==> src/hdl/qsfd_pkg.sv <==
`timescale 1ns / 1ps
// ----------------------------------------------------------------------------
// Query string field decoder package
// Shared constants, result type and hex digit helper for the decoder.
// ----------------------------------------------------------------------------
package qsfd_pkg;

   localparam int BYTE_W = 8;
   localparam int LEN_W = 12;
   localparam int NIBBLE_W = 4;

   localparam int MAX_FIELD_LEN = 4095;
   localparam int LEN_MAX_CODE = (1 << LEN_W) - 1;
   localparam logic [LEN_W-1:0] LEN_CAP =
      LEN_W'((MAX_FIELD_LEN > LEN_MAX_CODE) ? LEN_MAX_CODE : MAX_FIELD_LEN);

   localparam int RESULT_QUEUE_DEPTH = 4;

   localparam logic [BYTE_W-1:0] CHAR_PLUS = 8'h2B;
   localparam logic [BYTE_W-1:0] CHAR_PERCENT = 8'h25;
   localparam logic [BYTE_W-1:0] CHAR_AMP = 8'h26;
   localparam logic [BYTE_W-1:0] CHAR_CR = 8'h0D;
   localparam logic [BYTE_W-1:0] CHAR_SPACE = 8'h20;
   localparam logic [BYTE_W-1:0] CHAR_UPPER_A = 8'h41;
   localparam logic [BYTE_W-1:0] CHAR_LOWER_A = 8'h61;
   localparam logic [BYTE_W-1:0] CHAR_LOWER_F = 8'h66;
   localparam logic [BYTE_W-1:0] CHAR_ZERO = 8'h30;
   localparam logic [NIBBLE_W-1:0] HEX_LETTER_BASE = 4'd10;

   typedef enum logic [1:0] {
      PHASE_IDLE = 2'd0,
      PHASE_HIGH = 2'd1,
      PHASE_LOW  = 2'd2
   } phase_type;

   typedef enum logic {
      KIND_DATA      = 1'b0,
      KIND_FIELD_END = 1'b1
   } kind_type;

   typedef struct packed {
      kind_type             result_kind;
      logic [BYTE_W-1:0]    data_byte;
      logic [LEN_W-1:0]     field_length;
      logic                 escape_error;
      logic                 last_field;
   } result_type;

   typedef struct packed {
      logic [1:0]  count;
      result_type  first;
      result_type  second;
   } push_type;

   // 'a'..'f' count from 'a', other bytes >= 'A' from 'A', the rest from '0'.
   function automatic logic [NIBBLE_W-1:0] digit_value(input logic [BYTE_W-1:0] c);
      logic [BYTE_W-1:0] base;
      begin
         if (c >= CHAR_LOWER_A && c <= CHAR_LOWER_F) begin
            base = CHAR_LOWER_A;
         end else if (c >= CHAR_UPPER_A) begin
            base = CHAR_UPPER_A;
         end else begin
            base = CHAR_ZERO;
         end
         if (base == CHAR_ZERO) begin
            digit_value = NIBBLE_W'(c - base);
         end else begin
            digit_value = NIBBLE_W'(c - base) + HEX_LETTER_BASE;
         end
      end
   endfunction

endpackage

==> src/hdl/qsfd_decode.sv <==
`timescale 1ns / 1ps
// ----------------------------------------------------------------------------
// Query string field decoder: byte decode stage
// Holds the escape and field state and turns each request into up to two
// results for the result queue.
// ----------------------------------------------------------------------------
module qsfd_decode (
   input  logic                              clock,
   input  logic                              reset,
   input  logic                              accept,
   input  logic [qsfd_pkg::BYTE_W-1:0]       in_byte,
   input  logic                              end_of_string,
   output qsfd_pkg::push_type                push
);

   qsfd_pkg::phase_type                phase_ff, phase_in;
   logic [qsfd_pkg::NIBBLE_W-1:0]      high_ff, high_in;
   logic [qsfd_pkg::LEN_W-1:0]         length_ff, length_in;
   logic                               error_ff, error_in;

   qsfd_pkg::phase_type                phase_next;
   logic [qsfd_pkg::NIBBLE_W-1:0]      high_next;
   logic [qsfd_pkg::NIBBLE_W-1:0]      digit;
   logic [qsfd_pkg::BYTE_W-1:0]        escaped;
   logic                               data_valid;
   logic [qsfd_pkg::BYTE_W-1:0]        data_value;
   logic [qsfd_pkg::LEN_W-1:0]         length_next;
   logic                               end_valid;
   logic                               end_error;
   logic                               end_last;
   logic [qsfd_pkg::LEN_W-1:0]         end_length;
   qsfd_pkg::result_type               data_res;
   qsfd_pkg::result_type               end_res;

   always_comb begin
      digit = qsfd_pkg::digit_value(in_byte);
      escaped = {high_ff, digit};
      phase_next = phase_ff;
      high_next = high_ff;
      data_valid = 1'b0;
      data_value = in_byte;
      end_valid = 1'b0;
      end_last = end_of_string;
      end_error = error_ff;
      end_length = length_ff;
      length_next = length_ff;

      if (in_byte == qsfd_pkg::CHAR_AMP) begin
         end_valid = 1'b1;
         end_error = error_ff | (phase_ff != qsfd_pkg::PHASE_IDLE);
      end else begin
         case (phase_ff)
            qsfd_pkg::PHASE_HIGH: begin
               high_next = digit;
               phase_next = qsfd_pkg::PHASE_LOW;
            end
            qsfd_pkg::PHASE_LOW: begin
               phase_next = qsfd_pkg::PHASE_IDLE;
               high_next = '0;
               data_value = escaped;
               data_valid = (escaped != qsfd_pkg::CHAR_CR);
            end
            default: begin
               if (in_byte == qsfd_pkg::CHAR_PERCENT) begin
                  phase_next = qsfd_pkg::PHASE_HIGH;
               end else if (in_byte == qsfd_pkg::CHAR_PLUS) begin
                  data_valid = 1'b1;
                  data_value = qsfd_pkg::CHAR_SPACE;
               end else begin
                  data_valid = 1'b1;
               end
            end
         endcase
         if (data_valid && length_ff < qsfd_pkg::LEN_CAP) begin
            length_next = length_ff + 1'b1;
         end
         end_valid = end_of_string;
         end_last = 1'b1;
         end_length = length_next;
         end_error = error_ff | (phase_next != qsfd_pkg::PHASE_IDLE);
      end

      data_res = '{result_kind: qsfd_pkg::KIND_DATA, data_byte: data_value,
                   field_length: '0, escape_error: 1'b0, last_field: 1'b0};
      end_res = '{result_kind: qsfd_pkg::KIND_FIELD_END, data_byte: '0,
                  field_length: end_length, escape_error: end_error,
                  last_field: end_last};

      push.first = data_valid ? data_res : end_res;
      push.second = end_res;
      push.count = accept ? ({1'b0, data_valid} + {1'b0, end_valid}) : 2'd0;

      phase_in = phase_ff;
      high_in = high_ff;
      length_in = length_ff;
      error_in = error_ff;
      if (accept) begin
         if (end_valid) begin
            phase_in = qsfd_pkg::PHASE_IDLE;
            high_in = '0;
            length_in = '0;
            error_in = 1'b0;
         end else begin
            phase_in = phase_next;
            high_in = high_next;
            length_in = length_next;
         end
      end
   end

   always_ff @(posedge clock) begin
      if (reset) begin
         phase_ff <= qsfd_pkg::PHASE_IDLE;
         high_ff <= '0;
         length_ff <= '0;
         error_ff <= 1'b0;
      end else begin
         phase_ff <= phase_in;
         high_ff <= high_in;
         length_ff <= length_in;
         error_ff <= error_in;
      end
   end

endmodule

==> src/hdl/qsfd_result_queue.sv <==
`timescale 1ns / 1ps
// ----------------------------------------------------------------------------
// Query string field decoder: result queue
// Register queue that takes up to two results a cycle and hands one out.
// ----------------------------------------------------------------------------
module qsfd_result_queue #(
   parameter int DEPTH = qsfd_pkg::RESULT_QUEUE_DEPTH
) (
   input  logic                  clock,
   input  logic                  reset,
   input  qsfd_pkg::push_type    push,
   output logic                  room,
   output logic                  out_valid,
   input  logic                  out_stall,
   output qsfd_pkg::result_type  out_result
);

   localparam int PW = (DEPTH > 1) ? $clog2(DEPTH) : 1;
   localparam int CW = $clog2(DEPTH + 1);

   qsfd_pkg::result_type  entry_ff [DEPTH];
   logic [PW-1:0]         wr_ff, wr_in;
   logic [PW-1:0]         rd_ff, rd_in;
   logic [CW-1:0]         count_ff, count_in;
   logic [PW-1:0]         wr_next;
   logic                  pop;

   function automatic logic [PW-1:0] ptr_inc(input logic [PW-1:0] p);
      begin
         ptr_inc = (p == PW'(DEPTH - 1)) ? '0 : p + 1'b1;
      end
   endfunction

   always_comb begin
      wr_next = ptr_inc(wr_ff);
      out_valid = (count_ff != '0);
      pop = out_valid && !out_stall;
      out_result = entry_ff[rd_ff];
      room = (count_ff <= CW'(DEPTH - 2));
      rd_in = pop ? ptr_inc(rd_ff) : rd_ff;
      case (push.count)
         2'd1: wr_in = wr_next;
         2'd2: wr_in = ptr_inc(wr_next);
         default: wr_in = wr_ff;
      endcase
      count_in = count_ff + CW'(push.count) - CW'(pop);
   end

   always_ff @(posedge clock) begin
      if (reset) begin
         wr_ff <= '0;
         rd_ff <= '0;
         count_ff <= '0;
      end else begin
         wr_ff <= wr_in;
         rd_ff <= rd_in;
         count_ff <= count_in;
      end
   end

   always_ff @(posedge clock) begin
      if (push.count != 2'd0) begin
         entry_ff[wr_ff] <= push.first;
      end
      if (push.count == 2'd2) begin
         entry_ff[wr_next] <= push.second;
      end
   end

endmodule

==> src/hdl/query_string_field_decoder.sv <==
`timescale 1ns / 1ps
// ----------------------------------------------------------------------------
// Query string field decoder
// Decodes a form-urlencoded query string into data bytes and field ends.
// ----------------------------------------------------------------------------
// Usage:
// The request channel takes one raw byte a cycle with end_of_string set on the
// final byte. A request is taken when req_valid is high and req_stall is low.
// Each request gives no result, one result, or a decoded byte followed by a
// field end. Results are registered in the result queue and leave one a
// cycle while rsp_stall is low. Throughput is one request per cycle while
// the queue has room; a request that gives two results fills two queue
// slots, so a long run of those is held to the rate at which results leave.
// The rate is set by the single output port of the result queue.
// The request side stalls whenever the queue lacks room for two results.
// While the receiver stalls, the response held on the ports does not change.
// Reset clears the escape state, the field length and the queue. The request
// side stalls while reset is high, and a request can be taken from the first
// cycle after reset.
// ----------------------------------------------------------------------------
module query_string_field_decoder #(
   parameter int RESULT_QUEUE_DEPTH = qsfd_pkg::RESULT_QUEUE_DEPTH
) (
   input  logic                           clock,
   input  logic                           reset,
   input  logic                           req_valid,
   output logic                           req_stall,
   input  logic [qsfd_pkg::BYTE_W-1:0]    req_in_byte,
   input  logic                           req_end_of_string,
   output logic                           rsp_valid,
   input  logic                           rsp_stall,
   output logic                           rsp_result_kind,
   output logic [qsfd_pkg::BYTE_W-1:0]    rsp_data_byte,
   output logic [qsfd_pkg::LEN_W-1:0]     rsp_field_length,
   output logic                           rsp_escape_error,
   output logic                           rsp_last_field
);

   qsfd_pkg::push_type    push;
   qsfd_pkg::result_type  result;
   logic                  room;
   logic                  accept;

   assign req_stall = reset || !room;
   assign accept = req_valid && !req_stall;

   qsfd_decode u_decode (
      .clock         (clock),
      .reset         (reset),
      .accept        (accept),
      .in_byte       (req_in_byte),
      .end_of_string (req_end_of_string),
      .push          (push)
   );

   qsfd_result_queue #(
      .DEPTH (RESULT_QUEUE_DEPTH)
   ) u_queue (
      .clock      (clock),
      .reset      (reset),
      .push       (push),
      .room       (room),
      .out_valid  (rsp_valid),
      .out_stall  (rsp_stall),
      .out_result (result)
   );

   assign rsp_result_kind = result.result_kind;
   assign rsp_data_byte = result.data_byte;
   assign rsp_field_length = result.field_length;
   assign rsp_escape_error = result.escape_error;
   assign rsp_last_field = result.last_field;

endmodule

==> config.mk <==
export PLATFORM = sky130hd
export DESIGN_NAME = query_string_field_decoder
export DESIGN_NICKNAME = d
export VERILOG_FILES = /design/src/hdl/qsfd_pkg.sv /design/src/hdl/qsfd_decode.sv /design/src/hdl/qsfd_result_queue.sv /design/src/hdl/query_string_field_decoder.sv
export SDC_FILE = /design/constraint.sdc
export NUM_CORES = 1
export LEC_CHECK = 0
export CORE_AREA = 2 2 79 156
export DETAILED_ROUTE_END_ITERATION = 6
export DIE_AREA = 0 0 81 158
export DONT_BUFFER_PORTS = 1
export GPL_TIMING_DRIVEN = 0
export PLACE_DENSITY = 0.76
export REMOVE_ABC_BUFFERS = 1
export SLEW_MARGIN = 20
export SYNTH_ARGS = -nofsm -noshare
export SYNTH_HDL_FRONTEND = slang
export SYNTH_SLANG_ARGS = --single-unit
==> constraint.sdc <==
create_clock -name clock -period 7.52 [get_ports clock]
set_input_delay 0.752 -clock clock [delete_from_list [all_inputs] [get_ports clock]]
set_output_delay 0.752 -clock clock [all_outputs]
set_load 0.005 [all_outputs]
==> metrics.txt, run 1 <==
I/O Buffers 0; IO Pins 38; GRT Util Overall 0.2557; die width a little over 80 µm; Clock power frac 0.366; Clock transition at path regs approximately 0.06 ns; H-tree levels 4; achievable clock frequency about 150 MHz; RePlAce Congestion 0.9218; post_cts resized 0; peak supply drop about 0.17 mV; first-pass GRT wire length roughly 24 mm; sw frac 0.2922; hold path cells 1; CP Cell Sequence nor4_4 -> a21oi_4 -> ha_1 -> ha_1 -> xor2_1 -> ha_1 -> a211oi_2 -> xnor2_2 -> a31oi_4 -> nor2_2 -> inv_2 -> ha_1 -> nor2_1 -> nor2_1 -> nand2_1 -> nand2_1; Worst Hold Launch reset; initial cell density of the core 0.5351; status finished clean; Crit Path Category in2reg; Worst setup SP type input port; Worst-Margin Slew around 1.1 ns; nets roughly 630; pwr/cell area 290.0 nW/µm²; layout cell share with drive strength beyond 1 0.1419; Worst path most repeated cell ha_1; worst reg2reg path depth 12; hold-critical path endpoint u_queue.count_ff[1]$_SDFF_PP0_; Vias/cell ~6.3; Overall Power 0.001978 W; R2R setup slack 1.98 ns; setup TNS 0 ns; TritonCTS Buffers 17; Diodes inserted 0; slew margin rel. 0.2769; Yosys reg bits roughly 120; synth cell count leaders nor2_1, dfxtp_1, nand2_1; Sequential Power Share 0.432; Avg WL per Cell between 20 and 25 µm; initial antenna violation count 0; vias in the first global route a little under 5,000; Cell variety after synth around 70; clk_lat worst skew roughly 0.42 ns; CTS tree built; cts hold-fix bufs 0; post-synth top area share 0.2702; DR WL met3 between 700 and 800 µm; Finish-stage setup viols 0; Max Slew Vio Count 0; Critical Path Max Stage Delay approximately 0.80 ns; delay-heaviest family, CP simple AND/OR/NAND/NOR gates; deepest clock path buffer count 2; sequential share of the synthesized area 0.4729; Initial DRT Pass Iterations 5; register area between 2000 and 3000 µm²; Hold Violations, Final 0; Leak 2.359 nW; final WL ~15 mm; WL met2 ~8.4 mm; sw power 0.0005781 W; Die Ht ~160 µm; Cells after Synth approximately 620; ys async rst share 0; DRC Markers 0; Reg-to-Reg Start u_decode.phase_ff[0]$_SDFFE_PP0P_; Post-synth top flop dfxtp_1; Site Rows between 50 and 60; post-layout min period approximately 6.5 ns; Mapped Avg Cell Area between 10 and 15 µm²; Crit. End Element register; yosys warns 0; Starting DRT DRC Count 428; Synth area leaders edfxtp_1, dfxtp_1, mux4_2; cell with the most instances after synthesis nor2_1; Sink Count 119; combinational group share of total power 0.203; die area 12,800 µm²; Critical Path Fanout Max 26; post-CTS setup buffers 0; CTS Root Cell clkbuf_16; Setup Skew 0.007638 ns; top routing layer used met4; RSZ-0062 raised after global routing no; global route overflow 0; CP required ~7.6 ns; Core Footprint around 12,000 µm²; area leader, netlist edfxtp_1; Internal approximately 0.0014 W; max-cap violation count 0; post-route ant nets 0; multi-input logic area roughly 3000 µm²; Min-Delay Path Class in2reg; Synth Cell Area 6223 µm²; CP Buf/Inv Count 1; DPL Wire Length roughly 11 mm; synth-to-layout area growth 9.610%; vias just under 5,000; final period utilization 0.8698; met1 WL roughly 5.4 mm; fillcell total approximately 1,000; crit path DAT about 6.6 ns; pin count of the biggest net entering global routing 27; EDFF count, synth 56; Slowest-stage cell, CP nor2_1; Worst R2R End u_queue.entry_ff[1][5]$_DFFE_PP_
[metrics by stage]
stage	worst slack (ns)	instance area [µm²]	utilization	std cells	hold WS, ns
2_1_floorplan	2.183	6053	-	578	0.4185
3_3_place_gp	0.9208	6235	0.5360	723	0.4308
3_5_place_dp	0.5529	6292	0.5410	726	0.4451
4_1_cts	0.9854	6822	0.5865	758	0.3930
5_1_grt	0.6432	6822	0.5865	758	0.3933
6_report	0.9792	6822	0.5865	758	0.4056
[routing by layer]
metal,global-route usage,vias up
li1,-,2222
met1,0.2575,2347
met2,0.4569,180
met3,0.05872,56
met4,0.1655,0
met5,0,-
[flip-flops by register name, indices dropped and copies added, names as in the netlist, named ones only]
signal and flops:
u_queue.rd_ff 2, u_decode.length_ff 12, u_decode.high_ff 4, u_queue.wr_ff 2, u_decode.phase_ff 2, u_queue.entry_ff 92
u_queue.count_ff 3
[worst max path at each step]
stage              startpoint                                end  cells past startpoint
5_1_grt        req_in_byte[1]  u_queue.entry_ff[1][10]$_DFFE_PP_                     16
6_report       req_in_byte[1]   u_queue.entry_ff[1][5]$_DFFE_PP_                     16
2_1_floorplan  req_in_byte[1]   u_queue.entry_ff[1][0]$_DFFE_PP_                     16
3_3_place_gp   req_in_byte[1]  u_queue.entry_ff[1][11]$_DFFE_PP_                     16
3_5_place_dp   req_in_byte[1]  u_queue.entry_ff[1][11]$_DFFE_PP_                     16
4_1_cts        req_in_byte[1]   u_queue.entry_ff[1][7]$_DFFE_PP_                     16
[logic make-up after synthesis]
logic type	synth area share
adders and majority gates	0.04142
and+or+nand+nor	0.1858
DFF	0.4729
xor gates and xnor gates	0.02232
buffers and inverters	0.03760
AOI/OAI and AO/OA	0.1446
muxes	0.09550
[area by class of cell]
type / count / share of cell area
clock inverter: 14 / 0.01467
tap: 145 / 0.02660
sequential: 119 / 0.4318
multi-input combinational: 442 / 0.4485
inverter: 17 / 0.009354
clock buffer: 18 / 0.06291
timing repair buffer: 3 / 0.006236
[cells in the final DEF (no fill, tap or decap), types with 3 or more instances in the layout]
cell / instances
a22oi_1: 29
ha_1: 19
nand2_1: 61
a31oi_2: 4
dfxtp_1: 61
mux4_2: 23
nand3_1: 19
or4_1: 5
nand4_1: 4
inv_1: 16
a31oi_1: 16
clkinv_2: 4
o21ai_1: 4
mux2i_1: 4
a211oi_1: 3
clkinvlp_4: 6
or3_1: 12
nand2b_1: 5
or2_2: 3
o21ai_0: 9
clkbuf_16: 17
xnor2_1: 5
nor2_1: 110
edfxtp_1: 56
nor2b_1: 5
inv_6: 4
a21oi_1: 31
and2_1: 5
nor3_1: 7
o211ai_1: 5
xor2_1: 9
[power by group through the flow]
stage                     combinational, W  clock [W]  sequential, W
after floorplan                   0.000307          0       0.000852
after global placement            0.000363          0       0.000873
after detailed placement          0.000403          0       0.000866
after CTS                         0.000406   0.000727       0.000853
after global routing              0.000443   0.000758       0.000864
final                             0.000401   0.000724       0.000854
No activity file was read; power rests on OpenSTA's default activity.
==> run 2, diff against run 1 <==
- REMOVE_ABC_BUFFERS: 1 -> unset
- SLEW_MARGIN: 20 -> unset
==> run 2 against run 1 <==
Compared with the run above:
- design area is 2.0% higher
- clock skew is 0.0056 ns higher
- highest routed layer unchanged
- power increased by 2.5%
- flip-flop and latch count stayed put
- routed wire length up 10%
- largest cell class unchanged
- critical path type unchanged
- setup slack better by 0.26 ns
==> metrics.txt, run 2 (synthesis results as in run 1) <==
die area 12,800 µm² (unchanged); post_cts resized 0 (unchanged); H-tree levels 4 (unchanged); Post-Layout Inst Area 6958 µm² (+2.0%); post-CTS setup buffers 0 (unchanged); Largest regs u_queue.entry_ff x92, u_decode.length_ff x12, u_decode.high_ff x4; clk_lat worst skew 0.42 ns (about the same); CP required 7.65 ns (+0.08 ns); peak supply drop 0.1654 mV (-3.7%); Starting DRT DRC Count 410 (-4.2%); I/O Buffers 0 (unchanged); delay-heaviest family, CP buffers and inverters; max FFs per register 92 (unchanged); Avg WL per Cell 21.40 µm (+5.4%); Worst-Margin Slew 1.002 ns (-0.07891 ns); most frequent cells in the layout nor2_1, dfxtp_1, nand2_1, edfxtp_1, a21oi_1; Die Ht 158 µm (unchanged); dpl cell area 6405 µm² (+1.8%); Place WS 0.8789 ns (+0.3261 ns); Slowest-stage cell, CP a31oi_1; layout cell share with drive strength beyond 1 0.1404 (-0.001493); crit path DAT 6.42 ns (-0.17 ns); Crit. End Element register; Sink Count 119 (unchanged); CP Cell Sequence buf_4 -> nor4_4 -> a21oi_4 -> ha_1 -> ha_1 -> inv_1 -> ha_1 -> a211oi_2 -> xnor2_2 -> a31oi_4 -> nor2_2 -> buf_4 -> inv_2 -> buf_2 -> ha_1 -> nand2_1 -> ha_1 -> and2_1 -> buf_1 -> a31oi_1 -> clkbuf_1 -> nor2_1; post-layout min period 6.282 ns (-0.2586 ns); Max Slew Vio Count 0 (unchanged); pin count of the biggest net entering global routing 17 (-37%); initial antenna violation count 0 (unchanged); Crit Path Category in2reg; commonest non-fill, non-tap cell in the layout nor2_1; DPL Wire Length 12.93 mm (+18%); global route overflow 0 (unchanged); deepest clock path buffer count 2 (unchanged); Finish-stage setup viols 0 (unchanged); CTS tree built; Critical Path Max Stage Delay 0.72 ns (-0.08 ns); Reg with most FFs u_queue.entry_ff; vias in the first global route 5,021 (+2.1%); max-cap violation count 0 (unchanged); die width 81 µm (unchanged); DRC Markers 0 (unchanged); Site Rows 56 (unchanged); Synthesized Nets approximately 650; RSZ-0062 raised after global routing no; Leak 2.425 nW (+2.8%); Worst path most repeated cell ha_1; Initial DRT Pass Iterations 5 (unchanged); GRT Util Overall 0.2842 (+0.02851); Core Footprint 11,630 µm² (unchanged); smallest setup slack after layout 1.238 ns (+0.2586 ns); pwr/cell area 291.5 nW/µm² (+0.51%); synth-to-layout area growth 11.80%; CP Buf/Inv Count 7 (+6); nets 668 (+5.5%); Diodes inserted 0 (unchanged); achievable clock frequency 159.2 MHz (+4.1%); Hold Violations, Final 0 (unchanged); Min-Delay Path Class reg2reg; first-pass GRT wire length 26.65 mm (+9.2%); Vias/cell 6.226 (-1.8%); Worst setup SP type input port; IO Pins 38 (unchanged); status finished clean; post-route ant nets 0 (unchanged); setup TNS 0 ns (unchanged); CTS Root Cell clkbuf_16; final WL 16.97 mm (+10%); TritonCTS Buffers 17 (unchanged); Overall Power 0.002028 W (+2.5%); slew margin rel. 0.3290 (+0.05215); Clock transition at path regs 0.06 ns (about the same); Setup Skew 0.01325 ns (+0.005615 ns); initial cell density of the core 0.5351 (unchanged); final period utilization 0.8354 (-0.03438); cts hold-fix bufs 0 (unchanged); Critical Path Fanout Max 10 (-62%); vias 4,937 (+2.7%); RePlAce Congestion 1.010 (+9.6%)
[run 2: path summary, 6_finish.rpt]
path	startpoint	end	slack, ns	depth (start not counted)
worst max-delay path	req_in_byte[1]	u_queue.entry_ff[2][6]$_DFFE_PP_	1.24	22
worst max register to register	u_decode.phase_ff[0]$_SDFFE_PP0P_	u_queue.entry_ff[2][6]$_DFFE_PP_	2.34	18
worst min-delay path	u_queue.entry_ff[2][22]$_SDFFE_PP1P_	u_queue.entry_ff[2][22]$_SDFFE_PP1P_	0.45	2
worst min register to register	u_queue.entry_ff[2][22]$_SDFFE_PP1P_	u_queue.entry_ff[2][22]$_SDFFE_PP1P_	0.45	2
[run 2: area by class of cell]
class                   count  area, µm²
inverters                  17      63.81
clock buffers              18      429.2
plain buffers              38      170.2
well taps                 145      181.4
multi-input cells         442       3047
fillers                  1034       4673
flip-flops and latches    119       2943
clock inverters            14      123.9
[run 2: per-layer routing]
metal	track usage	wire (µm)	share of wire	vias up
met5	0	0	0	-
met3	0.05644	787	0.046	71
li1	-	-	-	2294
met4	0.2050	1183	0.070	0
met2	0.5207	9533	0.56	213
met1	0.2700	5467	0.32	2359
[run 2: worst register-to-register path, stage by stage, from the launching register on]
cell	delay [ns]
dfxtp_1	0.38
inv_1	0.08
ha_1	0.30
and2_1	0.12
clkbuf_1	0.23
nand2_1	0.22
a31oi_4	0.34
nor2_2	0.10
buf_4	0.21
inv_2	0.19
buf_2	0.31
ha_1	0.18
nand2_1	0.12
ha_1	0.34
and2_1	0.17
buf_1	0.25
a31oi_1	0.72
clkbuf_1	0.51
nor2_1	0.11
[run 2: where the power goes]
group | switching [W] | internal (W)
registers | 0.0000602 | 0.000782
logic | 0.000229 | 0.000196
clock network | 0.000305 | 0.000455
[run 2: per-stage QoR]
stage | cells | utilization | hold WS [ns]
after detailed placement | 761 | 0.5507 | 0.4354
after global routing | 793 | 0.5982 | 0.4766
after global placement | 761 | 0.5507 | 0.4291
final | 793 | 0.5982 | 0.4454
after floorplan | 616 | - | 0.4183
after CTS | 793 | 0.5982 | 0.4429
